`config.mk`:
```
export PLATFORM = sky130hd
export DESIGN_NAME = frame_parser_additive_checksum
export DESIGN_NICKNAME = d
export VERILOG_FILES = /design/src/fpac_pkg.sv /design/src/frame_parser_additive_checksum.sv
export SDC_FILE = /design/constraint.sdc
export NUM_CORES = 1
export LEC_CHECK = 0
export BUFFER_PORTS_ARGS = -buffer_cell sky130_fd_sc_hd__buf_2
export CAP_MARGIN = 0
export CORE_UTILIZATION = 38
export DETAILED_ROUTE_END_ITERATION = 7
export HOLD_SLACK_MARGIN = 0.05
export PLACE_DENSITY = 0.66
export SLEW_MARGIN = 0
export SYNTH_ARGS = -nofsm -noshare
export SYNTH_HDL_FRONTEND = slang
export SYNTH_SLANG_ARGS = --single-unit
```
`constraint.sdc`:
```
create_clock -name clk -period 8.4 [get_ports clk]
set_clock_uncertainty 0.2 [all_clocks]
set_input_delay 0.42 -clock clk [delete_from_list [all_inputs] [get_ports clk]]
set_output_delay 0.42 -clock clk [all_outputs]
set_load 0.1 [all_outputs]
```
`src/fpac_pkg.sv`:
```
// Shared constants for the additive-checksum frame parser.
// Depends on nothing; imported by frame_parser_additive_checksum.
package fpac_pkg;

  localparam int HEADER_BYTES     = 10;
  localparam int BODY_MAX_DEFAULT = 16384;
  localparam int CFG_W            = 15;
  localparam logic [CFG_W-1:0] MAX_BODY_RESET = 15'd10230;

  localparam int KIND_W = 3;
  localparam logic [KIND_W-1:0] KIND_PAYLOAD  = 3'd0;
  localparam logic [KIND_W-1:0] KIND_HDR_OK   = 3'd1;
  localparam logic [KIND_W-1:0] KIND_HDR_ERR  = 3'd2;
  localparam logic [KIND_W-1:0] KIND_LEN_ERR  = 3'd3;
  localparam logic [KIND_W-1:0] KIND_BODY_OK  = 3'd4;
  localparam logic [KIND_W-1:0] KIND_BODY_ERR = 3'd5;

endpackage

```
`src/frame_parser_additive_checksum.sv`:
```
// Frame parser top level: header collection, payload pass-through and
// additive checksum and length checks. Depends on fpac_pkg.
//
//  channel | direction | signals                                  | beat
//  --------+-----------+------------------------------------------+-----------------------
//  rx      | in        | in_valid, in_stall, rx_byte              | one stream byte
//  result  | out       | out_valid, out_stall, result_kind, ...   | one status or payload
//  config  | in        | cfg_we, cfg_wdata                        | max_body_length write
//
// One byte is accepted every cycle while in_stall is low; its result passes through
// the input register and the result register. Per payload byte the update is a
// 16-bit sum add, a count increment and a length compare. Header bytes 0 to 8 and the
// body checksum high byte produce no result. Reset returns to header collection
// with max_body_length at its reset value. A stall on the result side holds the
// result register and backs up into the input register, then into in_stall.
module frame_parser_additive_checksum #(
  parameter int BODY_MAX = fpac_pkg::BODY_MAX_DEFAULT
) (
  input  logic                          clk,
  input  logic                          rst,
  input  logic                          in_valid,
  output logic                          in_stall,
  input  logic [7:0]                    rx_byte,
  output logic                          out_valid,
  input  logic                          out_stall,
  output logic [fpac_pkg::KIND_W-1:0]   result_kind,
  output logic [7:0]                    payload_byte,
  output logic [15:0]                   packet_type,
  output logic [31:0]                   body_length,
  output logic                          is_last,
  input  logic                          cfg_we,
  input  logic [fpac_pkg::CFG_W-1:0]    cfg_wdata
);
  import fpac_pkg::*;

  localparam int CW = $clog2(BODY_MAX + 1);
  localparam logic [31:0] BODY_MAX_W = 32'(BODY_MAX);
  localparam logic [3:0] HDR_SUM_HI = 4'(HEADER_BYTES - 2);

  localparam logic [1:0] PH_HEADER  = 2'd0;
  localparam logic [1:0] PH_PAYLOAD = 2'd1;
  localparam logic [1:0] PH_SUM_HI  = 2'd2;
  localparam logic [1:0] PH_SUM_LO  = 2'd3;

  logic [CFG_W-1:0] max_body_length;

  logic       s1_valid;
  logic [7:0] s1_byte;
  logic       adv;

  logic [1:0]    phase, phase_next;
  logic [3:0]    hdr_count, hdr_count_next;
  logic [CW-1:0] byte_count, byte_count_next;
  logic [CW-1:0] last_count, last_count_next;
  logic [15:0]   running_sum, running_sum_next;
  logic [15:0]   type_value, type_value_next;
  logic [31:0]   length_value, length_value_next;
  logic [7:0]    checksum_high_byte, checksum_high_byte_next;

  logic              has_result;
  logic [KIND_W-1:0] kind;
  logic              last;
  logic [31:0]       limit;
  logic [15:0]       rx_sum;

  assign adv      = !out_valid || !out_stall;
  assign in_stall = s1_valid && !adv;

  always_ff @(posedge clk) begin
    if (rst) begin
      max_body_length <= MAX_BODY_RESET;
    end else if (cfg_we) begin
      max_body_length <= cfg_wdata;
    end
  end

  always_ff @(posedge clk) begin
    if (rst) begin
      s1_valid <= 1'b0;
    end else if (!in_stall) begin
      s1_valid <= in_valid;
    end
  end

  always_ff @(posedge clk) begin
    if (!in_stall && in_valid) begin
      s1_byte <= rx_byte;
    end
  end

  assign limit  = ({17'd0, max_body_length} > BODY_MAX_W) ? BODY_MAX_W
                                                          : {17'd0, max_body_length};
  assign rx_sum = {checksum_high_byte, s1_byte};

  always_comb begin
    phase_next              = phase;
    hdr_count_next          = hdr_count;
    byte_count_next         = byte_count;
    last_count_next         = last_count;
    running_sum_next        = running_sum;
    type_value_next         = type_value;
    length_value_next       = length_value;
    checksum_high_byte_next = checksum_high_byte;
    has_result              = 1'b0;
    kind                    = KIND_PAYLOAD;
    last                    = 1'b0;
    case (phase)
      PH_HEADER: begin
        if (hdr_count < HDR_SUM_HI) begin
          running_sum_next = running_sum + {8'd0, s1_byte};
          if (hdr_count < 4'd4) begin
            type_value_next = {type_value[7:0], s1_byte};
          end else begin
            length_value_next = {length_value[23:0], s1_byte};
          end
          hdr_count_next = hdr_count + 4'd1;
        end else if (hdr_count == HDR_SUM_HI) begin
          checksum_high_byte_next = s1_byte;
          hdr_count_next = hdr_count + 4'd1;
        end else begin
          has_result              = 1'b1;
          hdr_count_next          = 4'd0;
          running_sum_next        = 16'd0;
          checksum_high_byte_next = 8'd0;
          byte_count_next         = '0;
          if (rx_sum != running_sum) begin
            kind = KIND_HDR_ERR;
          end else if (length_value < 32'd2 || length_value > limit) begin
            kind = KIND_LEN_ERR;
          end else begin
            kind = KIND_HDR_OK;
            // Length is known to fit CW bits here.
            last_count_next = length_value[CW-1:0] - CW'(2);
            phase_next = (length_value == 32'd2) ? PH_SUM_HI : PH_PAYLOAD;
          end
        end
      end
      PH_PAYLOAD: begin
        has_result       = 1'b1;
        kind             = KIND_PAYLOAD;
        running_sum_next = running_sum + {8'd0, s1_byte};
        byte_count_next  = byte_count + CW'(1);
        last             = (byte_count_next == last_count);
        if (last) begin
          phase_next = PH_SUM_HI;
        end
      end
      PH_SUM_HI: begin
        checksum_high_byte_next = s1_byte;
        phase_next = PH_SUM_LO;
      end
      default: begin
        has_result = 1'b1;
        kind = (rx_sum == running_sum) ? KIND_BODY_OK : KIND_BODY_ERR;
        phase_next              = PH_HEADER;
        hdr_count_next          = 4'd0;
        byte_count_next         = '0;
        running_sum_next        = 16'd0;
        checksum_high_byte_next = 8'd0;
      end
    endcase
  end

  always_ff @(posedge clk) begin
    if (rst) begin
      phase              <= PH_HEADER;
      hdr_count          <= 4'd0;
      byte_count         <= '0;
      last_count         <= '0;
      running_sum        <= 16'd0;
      type_value         <= 16'd0;
      length_value       <= 32'd0;
      checksum_high_byte <= 8'd0;
    end else if (s1_valid && adv) begin
      phase              <= phase_next;
      hdr_count          <= hdr_count_next;
      byte_count         <= byte_count_next;
      last_count         <= last_count_next;
      running_sum        <= running_sum_next;
      type_value         <= type_value_next;
      length_value       <= length_value_next;
      checksum_high_byte <= checksum_high_byte_next;
    end
  end

  always_ff @(posedge clk) begin
    if (rst) begin
      out_valid <= 1'b0;
    end else if (adv) begin
      out_valid <= s1_valid && has_result;
    end
  end

  // Type and length come from the updated header values, as they stand after this byte.
  always_ff @(posedge clk) begin
    if (adv && s1_valid && has_result) begin
      result_kind  <= kind;
      payload_byte <= (kind == KIND_PAYLOAD) ? s1_byte : 8'd0;
      packet_type  <= type_value_next;
      body_length  <= length_value_next;
      is_last      <= last;
    end
  end

endmodule
```
==> results.yml <==
run_status:
  outcome: "complete, no violations"
sta:
  grt_setup_unrepaired: "false"
  finalSetupViolCount: 0
  fin_tns_setup_ns: 0
  slew_headroom_pct: 35.1
  max_clock_freq_mhz: 305
  drv_slew: 0
  hold_viol_final: 0
  period_minus_slack_ns: 3.27
  worst_pin_slew_ns: 0.973
  period_share_pct: 39.0
run:
  max_cap_viol_count: 0
synth:
  syn_area_per_cell_um2: 9.70
  syn-num-nets: 1022
  synth_mux_area_share_pct: 6.20
  synth-simple-area-share_pct: 22.6
  synth_largest_area_cell: "dfxtp_1"
  yosys.cell_types.count: 71
  synth_compound_area_share_pct: 10.4
  synth_area_um2: 9330
  synth-edff-count: 68
  syn_inst: 962
  synth.top_cell.area_share_pct: 26.8
  synthXorXnorAreaFrac_pct: 4.68
  synth_area_leaders: "dfxtp_1 27%, edfxtp_1 22%, nor2_1 6.9%"
  synthAdderAreaFrac_pct: 4.37
  synth_top_family_by_area: "simple AND/OR/NAND/NOR gates"
  yosysWarningCount: 0
  synth-seq-cells: 193
  synth_ff_type: "dfxtp_1"
  async_flop_share_pct: 0
  ys_seq_area_share_pct: 48.7
critical_path:
  slowest_delay_ns: 0.58
  worstPathCellList: "inv_1 > nand2_1 > ha_1 > a21oi_1 > o21ai_0 > a2111oi_0 > o211a_1 > o2111a_2 > mux2i_1 > nor2_1"
  cpMaxStageDelayCell: "o2111a_2"
  crit_end: "last_count[0]"
  worstSetupPathType: "reg2reg"
  r2r_start: "max_body_length[14]"
  critPathRequiredTime_ns: 8.49
  ff2ff_path_depth: 10
  r2r-end: "last_count[0]"
  cp.arrival_ns: 3.36
  cp-startpoint: "max_body_length[14]"
  critPathLaunchType: "register"
  cp-end-kind: "register"
  cp_max_fo: 29
  reg2reg_slack_ns: 5.13
floorplanning:
  initial_core_util_pct: 39.3
  dieWidth_um: 159
  coreArea_um2: 23800
  io_pins: 90
  die_area_um2: 25200
  fp.dieH_um: 159
  rows: 56
finish:
  fillers: 2175
  multi_input_area_um2: 4520
  final_cell_mix: "172 x nor2_1, 125 x dfxtp_1, 88 x buf_2, 68 x edfxtp_1, 66 x nor3_1"
  fin_area_um2: 10900
  syn2layout_area_growth_pct: 16.3
  drive_gt1_share_pct: 18.3
  fin_nets: 1112
  final_common_cell: "nor2_1"
  seqCellArea_um2: 4540
  n_antenna_cell: 0
routing:
  drt_iter0_drc: 606
  vias_per_cell: 5.31
  drtAntennaViolNets: 0
  routedWlPerCell_um: 16.5
  vias: 7351
  wl_mm: 22.8
  drtPass1Iterations: 5
  drc: 0
clock_network:
  cts_sinks: 193
  clockBufferDepth: 2
  clk_pin_slew_ns: 0.07
  cts_root_buffer: "clkbuf_16"
  htreeDepth: 4
  cts_tree: "yes"
  numCtsBuffers: 17
  clk_latency_ns: 0.44
power_and_ir_drop:
  vdd_drop_max_mv: 0.107
  power.leakage_nw: 4.14
  p_total_mw: 2.02
  power.density_nw_per_um2: 186
grt:
  grt_max_degree: 91
  grt_pass1_wl_mm: 36.4
  grt_pass1_vias: 6792
  overflow: 0
  grt.total_usage_pct: 18.6
  antenna_found_initial: 0
min_path:
  min_from: "rst"
  hp-class: "in2reg"
  holdPathStages: 2
placement:
  postPlaceCellArea_um2: 10000
  portBuffers: 89
  gp_congestion: 0.872
  hpwl_mm: 15.3
per-stage QoR:
step	cells	utilization (%)	hold WS (ns)	setup WS (ns)
4_1_cts	1384	45.7	0.173	5.12
6_report	1384	45.7	0.169	5.13
3_3_place_gp	1328	42.3	0.249	5.22
5_1_grt	1384	45.7	0.177	4.83
3_5_place_dp	1328	42.3	0.252	5.17
2_1_floorplan	962	-	0.236	1.94
state kept, by name, indices dropped and copies added (netlist names), 8 cells and up:
name	count
max_body_length	15
payload_byte	8
length_value	32
byte_count	15
running_sum	16
last_count	15
body_length	32
checksum_high_byte	8
type_value	16
packet_type	16
s1_byte	8
cell families after synthesis:
family / count (synthesis)
and+or+nand+nor: 430
DFF: 193
AOI/OAI and AO/OA: 138
buffers and inverters: 68
muxes: 52
xor gates and xnor gates: 49
adders and majority gates: 32
synthesized netlist by cell type (all sizes together), types with 6 or more instances:
cell / count
a211o: 12
a211oi: 19
a21o: 6
a21oi: 38
a22oi: 10
a31oi: 8
and2: 11
and3: 7
buf: 18
clkbuf: 31
dfxtp: 125
edfxtp: 68
ha: 31
inv: 18
mux2: 46
mux2i: 6
nand2: 64
nand3: 19
nand4: 11
nor2: 172
nor2b: 19
nor3: 68
nor3b: 6
nor4: 21
o21ai: 18
or3: 6
or4: 6
xnor2: 42
xor2: 7
metal layers:
metal | up-vias | routed length (um) | track usage [%] | part of all wire (%)
met1 | 3473 | 11000 | 26.5 | 48
met4 | 0 | 340 | 6.04 | 1.5
met3 | 27 | 1240 | 3.51 | 5.4
met2 | 214 | 10200 | 28.3 | 45
li1 | 3637 | - | - | -
met5 | - | 0 | 0 | 0
what timing repair did:
| action | CTS | global route |
|---|---|---|
| buffers inserted | 0 | 0 |
| resized for setup | 0 | 0 |
| hold buffers | 24 | 0 |
| endpoints found under the hold margin | 24 | 0 |
critical path: cells and delay by family, from the launching register on:
kind / cells / cell delay [ns]
adder cells (fa/ha/maj): 1 / 0.32
AND/OR/NAND/NOR: 2 / 0.16
AO/OA/AOI/OAI: 5 / 1.61
multiplexers: 1 / 0.24
buffers and inverters: 1 / 0.28
flip-flops: 1 / 0.32
report_power, final:
part | leakage, nW | internal (mW) | switching (mW)
logic | 2.22 | 0.0844 | 0.106
registers | 1.64 | 0.993 | 0.0320
clock network | 0.281 | 0.422 | 0.385
worst min path at each step:
stage / to / slack (ns)
3_3_place_gp: running_sum[0] / 0.25
5_1_grt: byte_count[4] / 0.18
3_5_place_dp: running_sum[0] / 0.25
4_1_cts: byte_count[4] / 0.17
2_1_floorplan: running_sum[0] / 0.24
6_report: byte_count[3] / 0.17
final cells by class:
class                      instances  area share [%]
tap                              319            3.68
inverter                          19           0.657
clock inverter                    13            1.29
timing repair buffer             120            6.82
clock buffer                      19            3.99
sequential                       193            41.9
multi-input combinational        701            41.7
Note: power is estimated with default switching activity, not from simulation.
